===== src/rtl/core/modular_exponentiation_defines.svh =====
// Assertion macros used by the modular exponentiation controller.
`ifndef MODULAR_EXPONENTIATION_DEFINES_SVH
`define MODULAR_EXPONENTIATION_DEFINES_SVH
`ifndef SYNTHESIS
// checked out of reset only
`define MEXP_ASSERT(lbl, prop, msg) \
    lbl: assert property (@(posedge clk) disable iff (!rst_n) prop) else $error(msg);
// checked at every edge, reset included
`define MEXP_ASSERT_ALWAYS(lbl, prop, msg) \
    lbl: assert property (@(posedge clk) prop) else $error(msg);
`else
`define MEXP_ASSERT(lbl, prop, msg)
`define MEXP_ASSERT_ALWAYS(lbl, prop, msg)
`endif
`endif


===== src/rtl/core/mexp_pkg.sv =====
package mexp_pkg;

    localparam int VALUE_W    = 16;
    localparam int CFG_DATA_W = 16;
    localparam int CFG_IDX_W  = 1;

    localparam logic [CFG_DATA_W-1:0] MODULUS_RESET  = 16'd3233;
    localparam logic [CFG_DATA_W-1:0] EXPONENT_RESET = 16'd17;

    typedef enum logic [CFG_IDX_W-1:0] {
        REG_MODULUS  = 1'b0,
        REG_EXPONENT = 1'b1
    } cfg_reg_t;

    // controller -> datapath
    typedef struct packed {
        logic capture;   // take base_value and exponent
        logic reduce;    // step pass that reduces the base
        logic step;      // one serial multiply step
        logic rcommit;   // store reduced base, acc = 1
        logic load;      // start a multiply/square pass
        logic commit;    // store square, and product on a set exponent bit
    } cmd_t;

    // datapath -> controller
    typedef struct packed {
        logic mod_lt2;
        logic exp_zero;
        logic exp_last;
    } status_t;

endpackage


===== src/rtl/core/modular_exponentiation.sv =====
// Modular exponentiation: result_value = base_value ^ exponent mod modulus,
// right-to-left square-and-multiply with bit-serial modular multipliers.
// Configuration: cfg_wr_en/cfg_addr/cfg_wr_data write modulus (index 0) or
// exponent (index 1) at a clock edge; write only while busy is low.
// Input: a transfer happens at an edge with start high and busy low.
// Output: done is high for one cycle with result_value; the receiver
// cannot stall and must take it in that cycle.
// A zero exponent gives 1; a modulus below 2 gives 0 in the cycle after
// the transfer. The next start is taken in the done cycle. The serial
// multipliers take one multiplier bit per cycle; multiply and square run
// side by side on the same bit.
// Reset: modulus 3233, exponent 17, controller idle, no result pending.
module modular_exponentiation
    import mexp_pkg::*;
#(
    parameter int MOD_BITS = 16,
    parameter int EXP_BITS = 16
) (
    input  logic                  clk,
    input  logic                  rst_n,
    input  logic                  cfg_wr_en,
    input  logic [CFG_IDX_W-1:0]  cfg_addr,
    input  logic [CFG_DATA_W-1:0] cfg_wr_data,
    input  logic                  start,
    output logic                  busy,
    input  logic [VALUE_W-1:0]    base_value,
    output logic                  done,
    output logic [VALUE_W-1:0]    result_value
);

    localparam int OPW = (MOD_BITS > VALUE_W) ? MOD_BITS : VALUE_W;

    cmd_t    cmd;
    status_t status;

    mexp_ctrl #(
        .OPW(OPW)
    ) u_ctrl (
        .clk    (clk),
        .rst_n  (rst_n),
        .start  (start),
        .status (status),
        .cmd    (cmd),
        .busy   (busy),
        .done   (done)
    );

    mexp_dp #(
        .MOD_BITS(MOD_BITS),
        .EXP_BITS(EXP_BITS),
        .OPW     (OPW)
    ) u_dp (
        .clk          (clk),
        .rst_n        (rst_n),
        .cfg_wr_en    (cfg_wr_en),
        .cfg_addr     (cfg_addr),
        .cfg_wr_data  (cfg_wr_data),
        .base_value   (base_value),
        .cmd          (cmd),
        .status       (status),
        .result_value (result_value)
    );

endmodule


===== src/rtl/core/mexp_dp.sv =====
module mexp_dp
    import mexp_pkg::*;
#(
    parameter int MOD_BITS = 16,
    parameter int EXP_BITS = 16,
    parameter int OPW      = 16
) (
    input  logic                  clk,
    input  logic                  rst_n,
    input  logic                  cfg_wr_en,
    input  logic [CFG_IDX_W-1:0]  cfg_addr,
    input  logic [CFG_DATA_W-1:0] cfg_wr_data,
    input  logic [VALUE_W-1:0]    base_value,
    input  cmd_t                  cmd,
    output status_t               status,
    output logic [VALUE_W-1:0]    result_value
);

    localparam int SCAN_W = (EXP_BITS < CFG_DATA_W) ? EXP_BITS : CFG_DATA_W;

    logic [MOD_BITS-1:0] modulus_reg;
    logic [SCAN_W-1:0]   exponent_reg;
    logic [SCAN_W-1:0]   exp_sh_reg;
    logic [OPW-1:0]      y_reg;
    logic [MOD_BITS-1:0] ra_reg;
    logic [MOD_BITS-1:0] rb_reg;
    logic [MOD_BITS-1:0] base_reg;
    logic [MOD_BITS-1:0] acc_reg;
    logic [MOD_BITS-1:0] ra_next;
    logic [MOD_BITS-1:0] rb_next;
    logic [MOD_BITS-1:0] xb;

    // interleaved modular multiply step: r = (2r + b*x) mod m, r and x below m
    function automatic logic [MOD_BITS-1:0] mm_step(
        input logic [MOD_BITS-1:0] r,
        input logic [MOD_BITS-1:0] x,
        input logic [MOD_BITS-1:0] m,
        input logic                b
    );
        logic [MOD_BITS:0] t;
        logic [MOD_BITS:0] mx;
        begin
            mx = {1'b0, m};
            t  = {r, 1'b0};
            if (t >= mx)
                t = t - mx;
            if (b)
                t = t + {1'b0, x};
            if (t >= mx)
                t = t - mx;
            mm_step = t[MOD_BITS-1:0];
        end
    endfunction

    always_ff @(posedge clk or negedge rst_n)
    begin
        if (!rst_n)
        begin
            modulus_reg  <= MOD_BITS'(MODULUS_RESET);
            exponent_reg <= SCAN_W'(EXPONENT_RESET);
        end
        else if (cfg_wr_en)
        begin
            unique case (cfg_addr)
                REG_MODULUS:  modulus_reg  <= MOD_BITS'(cfg_wr_data);
                REG_EXPONENT: exponent_reg <= SCAN_W'(cfg_wr_data);
            endcase
        end
    end

    // during base reduction unit B computes 1 * base mod m
    assign xb      = cmd.reduce ? MOD_BITS'(1) : base_reg;
    assign ra_next = mm_step(ra_reg, acc_reg, modulus_reg, y_reg[OPW-1]);
    assign rb_next = mm_step(rb_reg, xb, modulus_reg, y_reg[OPW-1]);

    always_ff @(posedge clk)
    begin
        if (cmd.capture)
        begin
            y_reg      <= OPW'(base_value);
            ra_reg     <= '0;
            rb_reg     <= '0;
            exp_sh_reg <= exponent_reg;
        end
        else if (cmd.load)
        begin
            y_reg  <= OPW'(base_reg);
            ra_reg <= '0;
            rb_reg <= '0;
        end
        else if (cmd.step)
        begin
            y_reg  <= y_reg << 1;
            ra_reg <= ra_next;
            rb_reg <= rb_next;
        end
        else if (cmd.rcommit)
        begin
            base_reg <= rb_reg;
            acc_reg  <= MOD_BITS'(1);
        end
        else if (cmd.commit)
        begin
            if (exp_sh_reg[0])
                acc_reg <= ra_reg;
            base_reg   <= rb_reg;
            exp_sh_reg <= exp_sh_reg >> 1;
        end
    end

    assign status.mod_lt2  = (modulus_reg < MOD_BITS'(2));
    assign status.exp_zero = (exp_sh_reg == '0);
    assign status.exp_last = ((exp_sh_reg >> 1) == '0);

    assign result_value = status.mod_lt2 ? '0 : VALUE_W'(acc_reg);

endmodule


===== src/rtl/core/mexp_ctrl.sv =====
`include "modular_exponentiation_defines.svh"

module mexp_ctrl
    import mexp_pkg::*;
#(
    parameter int OPW = 16
) (
    input  logic    clk,
    input  logic    rst_n,
    input  logic    start,
    input  status_t status,
    output cmd_t    cmd,
    output logic    busy,
    output logic    done
);

    localparam int CNT_W = $clog2(OPW);
    localparam logic [CNT_W-1:0] CNT_LAST = CNT_W'(OPW - 1);

    typedef enum logic [2:0] {
        S_IDLE,
        S_REDUCE,
        S_RCOMMIT,
        S_LOAD,
        S_STEP,
        S_COMMIT
    } state_t;

    state_t           state_reg;
    logic [CNT_W-1:0] cnt_reg;
    logic             busy_reg;
    logic             done_reg;

    always_comb
    begin
        cmd         = '0;
        cmd.capture = (state_reg == S_IDLE) && start;
        cmd.reduce  = (state_reg == S_REDUCE);
        cmd.step    = (state_reg == S_REDUCE) || (state_reg == S_STEP);
        cmd.rcommit = (state_reg == S_RCOMMIT);
        cmd.load    = (state_reg == S_LOAD);
        cmd.commit  = (state_reg == S_COMMIT);
    end

    always_ff @(posedge clk or negedge rst_n)
    begin
        if (!rst_n)
        begin
            state_reg <= S_IDLE;
            cnt_reg   <= '0;
            busy_reg  <= 1'b0;
            done_reg  <= 1'b0;
        end
        else
        begin
            done_reg <= 1'b0;
            unique case (state_reg)
                S_IDLE:
                begin
                    if (start)
                    begin
                        // modulus below 2: answer at once
                        if (status.mod_lt2)
                            done_reg <= 1'b1;
                        else
                        begin
                            state_reg <= S_REDUCE;
                            busy_reg  <= 1'b1;
                        end
                    end
                end
                S_REDUCE:
                begin
                    if (cnt_reg == CNT_LAST)
                    begin
                        cnt_reg   <= '0;
                        state_reg <= S_RCOMMIT;
                    end
                    else
                        cnt_reg <= cnt_reg + CNT_W'(1);
                end
                S_RCOMMIT:
                begin
                    if (status.exp_zero)
                    begin
                        state_reg <= S_IDLE;
                        busy_reg  <= 1'b0;
                        done_reg  <= 1'b1;
                    end
                    else
                        state_reg <= S_LOAD;
                end
                S_LOAD:
                    state_reg <= S_STEP;
                S_STEP:
                begin
                    if (cnt_reg == CNT_LAST)
                    begin
                        cnt_reg   <= '0;
                        state_reg <= S_COMMIT;
                    end
                    else
                        cnt_reg <= cnt_reg + CNT_W'(1);
                end
                S_COMMIT:
                begin
                    // stop once no set exponent bit remains
                    if (status.exp_last)
                    begin
                        state_reg <= S_IDLE;
                        busy_reg  <= 1'b0;
                        done_reg  <= 1'b1;
                    end
                    else
                        state_reg <= S_LOAD;
                end
                default:
                    state_reg <= S_IDLE;
            endcase
        end
    end

    assign busy = busy_reg;
    assign done = done_reg;

    `MEXP_ASSERT(a_done_not_busy, !(done_reg && busy_reg), "done while busy")
    `MEXP_ASSERT(a_busy_tracks_state, busy_reg == (state_reg != S_IDLE), "busy out of step")
    `MEXP_ASSERT(a_accept_progress, (start && !busy_reg) |=> (busy_reg || done_reg), "transfer lost")
    `MEXP_ASSERT(a_cnt_in_pass, (cnt_reg != '0) |-> (state_reg == S_REDUCE || state_reg == S_STEP), "stray step count")

endmodule


===== config.mk =====
export PLATFORM = sky130hd
export DESIGN_NAME = modular_exponentiation
export DESIGN_NICKNAME = d
export VERILOG_FILES = /design/src/rtl/core/mexp_pkg.sv /design/src/rtl/core/modular_exponentiation.sv /design/src/rtl/core/mexp_dp.sv /design/src/rtl/core/mexp_ctrl.sv
export VERILOG_INCLUDE_DIRS = /design/src /design/src/rtl/core
export SDC_FILE = /design/constraint.sdc
export NUM_CORES = 1
export LEC_CHECK = 0
export BUFFER_PORTS_ARGS = -buffer_cell sky130_fd_sc_hd__buf_2
export CAP_MARGIN = 20
export CORE_UTILIZATION = 45
export CTS_BUF_LIST = sky130_fd_sc_hd__clkbuf_2
export DETAILED_ROUTE_END_ITERATION = 6
export GPL_ROUTABILITY_DRIVEN = 0
export PLACE_DENSITY_LB_ADDON = 0.1
export REMOVE_ABC_BUFFERS = 1
export SKIP_CTS_REPAIR_TIMING = 1
export SYNTH_ARGS = -nofsm -noshare
export SYNTH_HDL_FRONTEND = slang
export SYNTH_SLANG_ARGS = --single-unit
export TNS_END_PERCENT = 10

===== constraint.sdc =====
create_clock -name clk -period 8.6 [get_ports clk]
set_input_delay 2.58 -clock clk [delete_from_list [all_inputs] [get_ports clk]]
set_output_delay 2.58 -clock clk [all_outputs]
set_load 0.01 [all_outputs]

# --- After elaboration in Yosys (flattened, before gate mapping) ---
# Cells that the tools add are included.
word_totals:
  regBits: 137
  in_bits: 37
  elab_cells: 100
op_classes:
  addsub: 7
  n_lt_le_gt_ge: 5
  eq_ne: 15
  n_mux: 38
  n_bitwise: 4
  reduce_logical: 19
ops:
  columns: ["cell", "n"]
  rows:
  - ["$mux W16", 16]
  - ["$ge A17 B16 Y1", 4]
  - ["$mux W17", 4]
  - ["$add A17 B16 Y17", 2]
  - ["$sub A17 B16 Y17", 2]
  - ["$logic_not A16 Y1", 2]
  - ["$sub A16 B16 Y16", 2]
  - ["$pmux W3 S6", 1]
  - ["$lt A16 B2 Y1 const B", 1]
  - ["$mux W3", 4]
  - ["$reduce_and A4 Y1", 3]
  - ["$ne A2 B1 Y1 const B", 5]
  - ["$reduce_and A5 Y1", 2]
  - ["$mux W1", 8]
  - ["$ne A2 B2 Y1 const B", 4]
  - ["$eq A3 B2 Y1 const B", 2]
  - ["$eq A3 B3 Y1 const B", 2]
  - ["$pmux W1 S3", 2]
  - ["$reduce_bool A2 Y1", 3]
  - ["$reduce_bool A3 Y1", 2]
  - ["$add A4 B1 Y4 const B", 1]
  - ["$eq A4 B4 Y1 const B", 1]
  - ["$mux W2", 2]
  - ["$mux W4", 1]
  - ["other kinds (7)", 12]

# --- Depth between registers and ports, before layout ---
# Gate-level depths: netlist (run 1).
depth:
  depth_word: 6
  depth_mapped: 31

# --- Modules after synthesis ---
# Synthesis (run 1) repeated with hierarchy kept, for this count alone.
hier_totals:
  hier_cells: 1234
  hier_area_um2: 11003.1
modules_own_cells:
  columns: ["mod", "n_inst", "cells_each", "area_each_um2"]
  rows:
  - ["mexp_dp", 1, 1180, 10478.8]
  - ["mexp_ctrl", 1, 54, 524.3]

# --- Worst setup path after synthesis (run 1) ---
# OpenSTA, ideal clock, no wires.
synth_path:
  kind: "flip-flop to flip-flop"
  from: "register u_dp.modulus_reg[1]"
  to: "register u_dp.rb_reg[13]"
  setup_ps: 60
  arrival_ps: 6517
  t_required_ps: 8540
  setup_slack_ps: 2023
  stages_incl_launch_ff: 29
  n_path_buf: 3
  period_less_slack_ps: 6577
  cell_sequence: "dfrtp_1 -> inv_1 -> ha_1 -> nor2b_1 -> o31ai_1 -> a22oi_1 -> a31o_2 -> o21a_1 -> buf_2 -> buf_2 -> mux2_2 -> ha_1 -> and3_1 -> a221o_1 -> o41ai_1 -> o21ai_0 -> nand3_1 -> nand2_1 -> xor2_1 -> mux2_2 -> ha_1 -> nand3_1 -> or2_2 -> o21ai_0 -> o311ai_0 -> o2111a_2 -> buf_6 -> or4_1 -> nand2_1"
synth_between:
  elab_chain_len: 6
  word_cells_on_any_way: 8
synth_lines:
  columns: ["element", "line_no", "rtl"]
  rows:
  - ["start, declared", "mexp_dp.sv:21", "logic [MOD_BITS-1:0] modulus_reg;"]
  - ["start signal, assigned", "mexp_dp.sv:59", "modulus_reg <= MOD_BITS'(MODULUS_RESET);"]
  - ["start signal, assigned", "mexp_dp.sv:65", "REG_MODULUS: modulus_reg <= MOD_BITS'(cfg_wr_data);"]
  - ["$sub A17 B16 Y17 / $ge A17 B16 Y1 (equally long branches)", "mexp_dp.sv:46, mexp_dp.sv:45", null]
  - ["$mux W17", "mexp_dp.sv:45", "if (t >= mx)"]
  - ["$add A17 B16 Y17", "mexp_dp.sv:48", "t = t + {1'b0, x};"]
  - ["$mux W17", "mexp_dp.sv:47", "if (b)"]
  - ["$sub A16 B16 Y16 / $ge A17 B16 Y1 (equally long branches)", "mexp_dp.sv:50, mexp_dp.sv:49", null]
  - ["$mux W16 *", "mexp_dp.sv:49", "if (t >= mx)"]
  - ["end signal, assigned", "mexp_dp.sv:95", "rb_reg <= rb_next;"]
  - ["end, declared", "mexp_dp.sv:26", "logic [MOD_BITS-1:0] rb_reg;"]
# Every way passes the cells marked *; elsewhere a longest branch is shown, timed or not.
# A chain may end at the register's enable or synchronous reset.

# --- Final worst setup path (run 1) ---
layout_path:
  from: "register u_dp.modulus_reg[1]"
  to: "register u_dp.rb_reg[14]"
# The elaborated chain is that of the path after synthesis.

==> metrics.md, run 1 <==
| Metric | Value |
|---|---|
| Post-route clock period utilization | between 80 and 90% |
| Count of final hold-check violations | 0 |
| Routed wl met3 | approximately 900 um |
| Die W | roughly 160 um |
| Routed Antenna Nets | 0 |
| Worst EP arrival | approximately 8100 ps |
| Filler cell count | 2,324 |
| First-pass GRT wire length | ~45 mm |
| Startpoint types | register |
| Synthesis Warnings | 0 |
| Main flop type after synthesis | edfxtp_1 |
| Finished Cell Area | around 12,000 sq um |
| # setup viols final | 0 |
| Initial antenna violation count | 1 |
| DR vias | 8,658 |
| Syn avg cell area | between 9 and 10 sq um |
| GRT Residual Overflow | 0 |
| CTS root buf | clkbuf_2 |
| Vert. Die Dim | about 160 um |
| HP Class | register to register |
| Fin crit period | between 7000 and 8000 ps |
| Nets | ~1,400 |
| Largest net degree at the start of global routing | 42 |
| Wl on met1 | 13.6 mm |
| Cell taking the most area after synthesis | edfxtp_1 |
| DRT Pass-1 Iters | 7 |
| Core area | ~23,000 sq um |
| Num ports | 55 |
| Largest cells by area after synthesis | edfxtp_1 (18%), ha_1 (12%), dfrtp_1 (7.9%) |
| Post-route DRC | 1 |
| Synth async-reset ratio | 29.9% |
| Fmax | 134 MHz |
| Clock buffer depth | 2 |
| WS Path Type | register to register |
| Die Area | between 20,000 and 25,000 sq um |
| Wire length on met2 | between 10 and 15 mm |
| H-Tree Depth | 4 |
| Count of cells along the worst register-to-register path | 26 |
| Worst-skew pair later-pin latency | just over 800 ps |
| Outcome | finished with violations |
| CP Data Required Time | around 9000 ps |
| Vias in the first global route | between 8,000 and 9,000 |
| IO Port Bufs | 54 |
| Synth unique cells | 70 |
| Dpl cell area | between 10,000 and 15,000 sq um |
| Top-area cell type share of the netlist area | between 10% and 20% |
| Slew @ Worst Pin | about 980 ps |
| EDFF count, synth | 64 |
| Drt via density | between 5 and 6 |
| Sequential share of the synthesized area | 33.5% |
| Total CTS buffers | 17 |
| Reg clk slew, reported paths | roughly 220 ps |
| RSZ-0062 raised after global routing | no |
| Overall Global Routing Usage | approximately a quarter |
| Crit path max fanout | 21 |
| Final slew viol count | 0 |
| Final setup TNS | 0 ps |
| Max-Cap Viols | 0 |
| Skew final | approximately 57 ps |
| Uppermost layer routed | met4 |
| Syn Std Cell Area | 10,700 sq um |
| Initial core utilization | a little under half |
| Detail Placement HPWL | 21.3 mm |
| Crit. End Element | register |
| Area Overhead vs Synth | 8.61% |
| Failing checks | DRC |
| Post-synthesis register bit count | 137 |
| Num rows | between 50 and 60 |
| Post-synthesis cell count | 1,164 |
| CTS tree | done |
| WL per Instance | 18.0 um |
| Starting DRT DRC Count | 433 |
| Sink Count | 137 |
| Hold Crit Depth | 0 |
| Slew Limit Headroom | a little over a third |
| Layout cell share with drive strength beyond 1 | between 10% and 20% |
| WL final | around 28 mm |
-- worst max-delay path, cell delays in order (launching register included) --
cell and delay, ps:
dfrtp_1 430, inv_1 340, ha_1 330, nor2b_1 140
o31ai_1 330, a22oi_1 230, a31o_2 330, o21a_1 290
mux2i_1 330, inv_1 90, ha_1 270, a21o_1 200
a221o_1 330, o41ai_1 600, o21ai_0 270, xnor2_1 190
nor2_1 50, a21o_1 200, ha_1 350, nor2b_1 160
o21a_1 170, o21ai_0 140, o21ai_0 160, o311ai_0 450
o2111a_2 630, mux2i_1 260, o22ai_1 90
-- Yosys cell counts, types with 35 or more instances --
cell type,n
a21o_1,35
a21oi_1,78
edfxtp_1,64
ha_1,99
inv_1,50
mux2_2,61
nand2_1,127
nor2_1,65
nor2b_1,41
o21ai_0,80
xnor2_1,45
xor2_1,35
-- area by class of cell --
cell class,count,area [sq um],area share (%)
Antenna cell,1,2.50,0.0215
Clock buffer,17,85.1,0.730
Tap cell,319,399,3.42
Inverter,50,188,1.61
Multi-Input combinational cell,940,6810,58.4
Clock inverter,15,195,1.67
Sequential cell,137,3600,30.9
Timing Repair Buffer,69,383,3.28
-- final timing paths --
check                                           startpoint                         endpoint  slack [ps]
max                        u_dp.modulus_reg[1]$_DFFE_PN0P_     u_dp.rb_reg[14]$_SDFFE_PP0P_        1110
min                           u_dp.rb_reg[14]$_SDFFE_PP0P_      u_dp.base_reg[14]$_DFFE_PP_         500
max reg2reg                u_dp.modulus_reg[1]$_DFFE_PN0P_     u_dp.rb_reg[14]$_SDFFE_PP0P_        1110
min reg2reg                   u_dp.rb_reg[14]$_SDFFE_PP0P_      u_dp.base_reg[14]$_DFFE_PP_         500
max in group asynchronous                            rst_n  u_dp.modulus_reg[1]$_DFFE_PN0P_        6050
min in group asynchronous                            rst_n    u_ctrl.cnt_reg[2]$_DFFE_PN0P_        1880
-- stage by stage --
| stage | hold slack (ps) | worst slack [ps] | std cells | utilization (%) |
|---|---|---|---|---|
| 5_1_grt | 513 | 596 | 1548 | 49.8 |
| 2_1_floorplan | 437 | 1710 | 1127 | - |
| 3_5_place_dp | 458 | 1200 | 1515 | 48.6 |
| 6_report | 503 | 1110 | 1548 | 49.8 |
| 4_1_cts | 507 | 1130 | 1547 | 49.8 |
| 3_3_place_gp | 458 | 1300 | 1515 | 48.6 |
-- metal layers --
layer	global-route usage (%)	vias up
met5	0	-
met4	6.63	0
met3	3.49	31
met2	38.9	160
met1	32.2	4094
li1	-	4373
-- layout by cell type, fill, tap and decap left out, drive strengths merged, types with 35 or more instances in the layout --
cell type | synthesis | final
nand2 | 128 | 128
ha | 99 | 99
o21ai | 83 | 83
a21oi | 78 | 78
buf | 7 | 69
nor2 | 65 | 65
edfxtp | 64 | 64
mux2 | 61 | 61
inv | 50 | 61
xnor2 | 45 | 45
nor2b | 41 | 41
a21o | 35 | 35
xor2 | 35 | 35
-- cell families (layout without fill, tap and decap cells) --
| group | Yosys count | in the layout | synth area share, % |
|---|---|---|---|
| buf+inv | 87 | 151 | 3.17 |
| flops | 137 | 137 | 33.5 |
| simple gates | 344 | 344 | 15.4 |
| fa+ha+maj | 105 | 105 | 12.7 |
| compound gates | 316 | 316 | 19.2 |
| mux | 95 | 95 | 9.57 |
| other cells | 0 | 1 | 0 |
| xor+xnor | 80 | 80 | 6.53 |
Power of run 1 is left out: the tool's default activity adds up to more than one toggle a clock period on the data nets, which glitch-free logic cannot reach.
==> run 2, diff against run 1 <==
--- a/config.mk
+++ b/config.mk
@@ -8,6 +8,7 @@
 export LEC_CHECK = 0
 export BUFFER_PORTS_ARGS = -buffer_cell sky130_fd_sc_hd__buf_2
 export CAP_MARGIN = 20
+export CORE_ASPECT_RATIO = 0.9
 export CORE_UTILIZATION = 45
 export CTS_BUF_LIST = sky130_fd_sc_hd__clkbuf_2
 export DETAILED_ROUTE_END_ITERATION = 6
==> run 2 against run 1 <==
Net effect:
- the run now ends clean
- sequential share of layout area is 0.23 points higher
- via count decreased by 0.79%
- worst setup slack worse by 90 ps
- clock skew down 18 ps
- hold slack better by 20 ps
- global-route usage decreased by 0.26 points
- die area barely moved
- flip-flop and latch count unchanged
- critical path type unchanged
==> metrics.md, run 2 (synthesis gave the netlist of run 1 again) <==
| Metric | Value |
|---|---|
| WL per Instance | 18.1 um (+0.44%) |
| Vias in the first global route | 8,017 (-4.4%) |
| GRT Residual Overflow | 0 (unchanged) |
| Detail Placement HPWL | 21.1 mm (-1.1%) |
| DRT Pass-1 Iters | 5 (-2) |
| CP Launch Point | u_dp.modulus_reg[1]$_DFFE_PN0P_ |
| Slew @ Worst Pin | 986 ps (+6.21 ps) |
| HP Class | register to register |
| Commonest non-fill, non-tap cell in the layout | nand2_1 |
| Skew final | 38.9 ps (-17.9 ps) |
| RSZ-0062 raised after global routing | no |
| Layout cell share with drive strength beyond 1 | 15.5% (+0.069 points) |
| CTS tree | done |
| Outcome | complete, no violations |
| Sequential cell area | 3600 sq um (unchanged) |
| Num rows | 53 (-5.4%) |
| Count of cells along the worst register-to-register path | 26 (unchanged) |
| Filler cell count | 2,257 (-2.9%) |
| Final core occ | 49.4% (-0.38 points) |
| Worst reg2reg startpoint | u_dp.modulus_reg[1]$_DFFE_PN0P_ |
| CTS root buf | clkbuf_2 |
| WS Path Type | register to register |
| Worst EP arrival | 8320 ps (+180 ps) |
| Count of final hold-check violations | 0 (unchanged) |
| Reg-to-reg slack, setup | 1020 ps (-90 ps) |
| Die W | 165 um (+5.3%) |
| Fin crit period | 7580 ps (+89.7 ps) |
| Clock buffer depth | 2 (unchanged) |
| Startpoint types | register |
| Hold Crit Depth | 2 (+2) |
| H-Tree Depth | 4 (unchanged) |
| Multi-input logic area | 6810 sq um (unchanged) |
| Crit path capture | u_dp.rb_reg[15]$_SDFFE_PP0P_ |
| Worst-skew pair later-pin latency | 780 ps (-30 ps) |
| Reg clk slew, reported paths | 250 ps (+30 ps) |
| Total CTS buffers | 17 (unchanged) |
| Fmax | 132 MHz (-1.2%) |
| Overall Global Routing Usage | 23.4% (-0.26 points) |
| Starting DRT DRC Count | 607 (+40%) |
| Nets | 1,358 (+0.074%) |
| Num ports | 55 (unchanged) |
| Die Area | 24,500 sq um (about the same) |
| Commonest non-fill, non-tap cells in the layout | nand2_1 (127), ha_1 (99), o21ai_0 (80), a21oi_1 (78), nor2_1 (65) |
| Post-route clock period utilization | 88.1% (+1.0 points) |
| Final setup TNS | 0 ps (unchanged) |
| Initial antenna violation count | 1 (unchanged) |
| Final slew viol count | 0 (unchanged) |
| Post-route DRC | 0 (-1) |
| Slew Limit Headroom | 34.1% (-0.61 points) |
| IO Port Bufs | 54 (unchanged) |
| Drt via density | 5.61 (+0.25%) |
| CP Data Required Time | 9340 ps (+90 ps) |
| Max-Cap Viols | 0 (unchanged) |
| Vert. Die Dim | 149 um (-5.1%) |
| Routed Antenna Nets | 0 (unchanged) |
| Crit. End Element | register |
| Min Hold Slack | 523 ps (+19.7 ps) |
| Sink Count | 137 (unchanged) |
| Largest net degree at the start of global routing | 42 (unchanged) |
| Capture point of the worst reg-to-reg path | u_dp.rb_reg[15]$_SDFFE_PP0P_ |
| Area Overhead vs Synth | 7.82% |
| Core area | 23,400 sq um (about the same) |
| # setup viols final | 0 (unchanged) |
| WL final | 27.8 mm (-0.60%) |
| DR vias | 8,590 (-0.79%) |
| First-pass GRT wire length | 43.9 mm (-1.9%) |
| Crit path max fanout | 21 (unchanged) |
| Initial core utilization | 45.9% (about the same) |
## run 2: cell count changes in the layout (fill, tap and decap cells not counted), moves of 2 or more
cell / change
inv_8: -5
clkinv_2: +4
clkinv_4: +4
bufinv_16: -2
## run 2: worst max-delay path: stages (launching register included)
cell      delay [ps]
dfrtp_1          430
inv_1            340
ha_1             330
nor2b_1          150
o31ai_1          350
a22oi_1          230
a31o_2           320
o21a_1           450
mux2i_1          420
inv_1             80
ha_1             270
a21o_1           190
a221o_1          330
o41ai_1          550
o21ai_0          260
nand3_1          140
nand2_1           70
xor2_1           140
mux2_2           300
ha_1             340
nand3_1           80
or2_2            290
o21ai_0          290
o311ai_0         190
o2111a_2         380
or4_1            560
nand3_1           90
## run 2: worst min path at each step
| stage | end | slack (ps) | from |
|---|---|---|---|
| floorplan | u_dp.base_reg[12]$_DFFE_PP_ | 440 | u_dp.rb_reg[12]$_SDFFE_PP0P_ |
| global placement | u_dp.base_reg[14]$_DFFE_PP_ | 480 | u_dp.rb_reg[14]$_SDFFE_PP0P_ |
| detailed placement | u_dp.base_reg[14]$_DFFE_PP_ | 490 | u_dp.rb_reg[14]$_SDFFE_PP0P_ |
| CTS | u_ctrl.cnt_reg[3]$_DFFE_PN0P_ | 520 | u_ctrl.cnt_reg[3]$_DFFE_PN0P_ |
| global route | u_dp.base_reg[4]$_DFFE_PP_ | 540 | u_dp.rb_reg[4]$_SDFFE_PP0P_ |
| finish | u_dp.ra_reg[7]$_SDFFE_PP0P_ | 520 | u_dp.ra_reg[7]$_SDFFE_PP0P_ |
## run 2: layout make-up
class | instances | share of cell area, %
Multi-Input combinational cell | 940 | 58.8
Sequential cell | 137 | 31.1
Timing Repair Buffer | 70 | 3.44
Inverter | 50 | 1.62
Antenna cell | 1 | 0.0216
Clock buffer | 17 | 0.735
Clock inverter | 15 | 1.01
Tap cell | 302 | 3.26
## run 2: routing by layer
metal / global-route usage, % / part of all wire (%) / vias up
met5: 0 / 0 / -
met4: 6.06 / 1.2 / 0
met3: 3.40 / 4.3 / 23
met2: 33.9 / 41 / 200
met1: 35.9 / 54 / 3997
li1: - / - / 4370
## run 2: through the flow
step	area (sq um)	worst slack, ps	std cells
6_report	11600	1020	1532
5_1_grt	11600	299	1532
4_1_cts	11600	1040	1530
3_5_place_dp	11400	1030	1498
3_3_place_gp	11400	1210	1498
2_1_floorplan	10600	1710	1127
Power of run 2 is left out for the same reason.
==> run 3, diff against run 2 <==
--- a/config.mk
+++ b/config.mk
@@ -8,8 +8,10 @@
 export LEC_CHECK = 0
 export BUFFER_PORTS_ARGS = -buffer_cell sky130_fd_sc_hd__buf_2
 export CAP_MARGIN = 20
+export CELL_PAD_IN_SITES_DETAIL_PLACEMENT = 0
+export CELL_PAD_IN_SITES_GLOBAL_PLACEMENT = 2
 export CORE_ASPECT_RATIO = 0.9
-export CORE_UTILIZATION = 45
+export CORE_UTILIZATION = 41
 export CTS_BUF_LIST = sky130_fd_sc_hd__clkbuf_2
 export DETAILED_ROUTE_END_ITERATION = 6
 export GPL_ROUTABILITY_DRIVEN = 0
==> run 3 against run 2 <==
Net effect:
- clock-buffer cell count up 2
- via count hardly changed
- largest cell class unchanged
- highest routed layer unchanged
- routed wire length increased by 7.3%
- global-route usage decreased by 0.55 points
- maximum frequency increased by 1.8%
- critical endpoint is now u_dp.rb_reg[12]$_SDFFE_PP0P_
==> metrics.md, run 3 (synthesis gave the netlist of run 1 again) <==
| Metric | Value |
|---|---|
| Outcome | complete, no violations |
| WL per Instance | 18.9 um (+4.6%) |
| Skew final | 78.3 ps (+39.4 ps) |
| DRT Pass-1 Iters | 5 (unchanged) |
| Startpoint types | register |
| Pre-CTS WS | 1110 ps (+76.0 ps) |
| Initial core utilization | 42.3% (-3.6 points) |
| Worst Slack Setup Final | 1160 ps (+136 ps) |
| DR vias | 8,587 (-0.035%) |
| Worst stage delay on the critical path | 680 ps (+120 ps) |
| Max-Cap Viols | 0 (unchanged) |
| Slew @ Worst Pin | 1050 ps (+63.9 ps) |
| Die Area | 26,800 sq um (+9.6%) |
| Post-route clock period utilization | 86.5% (-1.6 points) |
| Vias in the first global route | 8,459 (+5.5%) |
| Fmax | 134 MHz (+1.8%) |
| Post-route DRC | 0 (unchanged) |
| CP Launch Point | u_dp.modulus_reg[1]$_DFFE_PN0P_ |
| RSZ-0062 raised after global routing | no |
| Detail Placement HPWL | 23.0 mm (+9.1%) |
| CP Data Required Time | 9210 ps (-130 ps) |
| Drt via density | 5.46 (-2.6%) |
| CTS tree | done |
| Fin crit period | 7440 ps (-136 ps) |
| Crit. End Element | register |
| Sink Count | 137 (unchanged) |
| Top delay family on crit path | compound AO/OA/AOI/OAI gates |
| Routed Antenna Nets | 0 (unchanged) |
| Worst reg2reg startpoint | u_dp.modulus_reg[1]$_DFFE_PN0P_ |
| Num ports | 55 (unchanged) |
| Num rows | 55 (+3.8%) |
| Layout cell share with drive strength beyond 1 | 15.4% (-0.081 points) |
| Slew Limit Headroom | 29.5% (-4.6 points) |
| Final slew viol count | 0 (unchanged) |
| Commonest non-fill, non-tap cell in the layout | nand2_1 |
| WL final | 29.8 mm (+7.3%) |
| # setup viols final | 0 (unchanged) |
| Buffers and inverters on the worst path | 3 (+1) |
| Final setup TNS | 0 ps (unchanged) |
| Hold Crit Start | u_dp.rb_reg[14]$_SDFFE_PP0P_ |
| WS Path Type | register to register |
| Nets | 1,358 (unchanged) |
| Highest-delay cell along the critical path | o2111a_2 |
| Vert. Die Dim | 156 um (+4.7%) |
| GRT Residual Overflow | 0 (unchanged) |
| Clock buffer depth | 2 (unchanged) |
| Count of final hold-check violations | 0 (unchanged) |
| HP Class | register to register |
| Crit path max fanout | 21 (unchanged) |
| Min Hold Slack | 481 ps (-41.9 ps) |
| Core area | 25,400 sq um (+8.5%) |
| H-Tree Depth | 4 (unchanged) |
| Commonest non-fill, non-tap cells in the layout | nand2_1 (127), ha_1 (99), o21ai_0 (80), a21oi_1 (78), nor2_1 (65) |
| Initial antenna violation count | 1 (unchanged) |
| Worst-skew pair later-pin latency | 770 ps (about the same) |
| Total CTS buffers | 17 (unchanged) |
| Worst EP arrival | 8050 ps (-270 ps) |
| Largest net degree at the start of global routing | 42 (unchanged) |
| Overall Global Routing Usage | 22.9% (-0.55 points) |
| CTS root buf | clkbuf_2 |
| IO Port Bufs | 54 (unchanged) |
| Starting DRT DRC Count | 433 (-29%) |
| Area Overhead vs Synth | 8.89% |
| Die W | 173 um (+4.7%) |
| First-pass GRT wire length | 47.8 mm (+9.0%) |
| Reg clk slew, reported paths | 240 ps (about the same) |
==> run 3: changes by cell type in the layout (fill, tap and decap cells not counted), sizes merged <==
| cell | before | now |
|---|---|---|
| clkinvlp | 0 | 3 |
| inv | 57 | 54 |
| clkinv | 8 | 3 |
| bufinv | 0 | 3 |
| clkbuf | 17 | 19 |
==> run 3: metrics by stage <==
step           util [%]  area (sq um)  cells
6_report           46.0         11700   1572
3_3_place_gp       44.9         11400   1538
3_5_place_dp       44.9         11400   1538
4_1_cts            45.9         11700   1570
2_1_floorplan         -         10600   1127
5_1_grt            46.0         11700   1572
==> run 3: cell type report <==
cell class              count  area (sq um)
diodes                      1          2.50
clock buffers              19          95.1
clock inverters            13           166
fillers                  2480         13700
inverters                  50           188
multi-input cells         940          6810
flip-flops and latches    137          3600
well taps                 342           428
repair buffers             70           403
==> run 3: worst paths after layout <==
path                       slack [ps]                               to  depth (start not counted)
min in group asynchronous        1630    u_ctrl.cnt_reg[2]$_DFFE_PN0P_                          1
max in group asynchronous        6400  u_dp.modulus_reg[7]$_DFFE_PN1P_                          2
min reg2reg                       480      u_dp.base_reg[14]$_DFFE_PP_                          0
min                               480      u_dp.base_reg[14]$_DFFE_PP_                          0
max reg2reg                      1160     u_dp.rb_reg[12]$_SDFFE_PP0P_                         27
max                              1160     u_dp.rb_reg[12]$_SDFFE_PP0P_                         27
==> run 3: worst register-to-register path, cell delays in order (launching register included) <==
cell and delay [ps]:
dfrtp_1 430, inv_1 50, buf_4 190, ha_1 270
nor2b_1 150, o31ai_1 350, a22oi_1 260, a31o_2 340
o21a_1 300, mux2i_1 350, inv_1 80, ha_1 270
a21o_1 200, a221o_1 330, o41ai_1 630, o21ai_0 280
xnor2_1 210, nor2_1 50, a21o_1 200, ha_1 350
nor2b_1 160, o21a_1 160, o21ai_0 120, o21ai_0 150
o311ai_0 410, o2111a_2 680, mux2i_1 280, o22ai_1 100
==> run 3: metal layers <==
layer | part of all wire, % | GRT usage [%] | wire, um
met4 | 2.1 | 6.80 | 627
met2 | 45 | 36.8 | 13400
met5 | 0 | 0 | 0
met1 | 50 | 31.9 | 15000
met3 | 2.8 | 2.93 | 826
Power of run 3 is left out for the same reason.
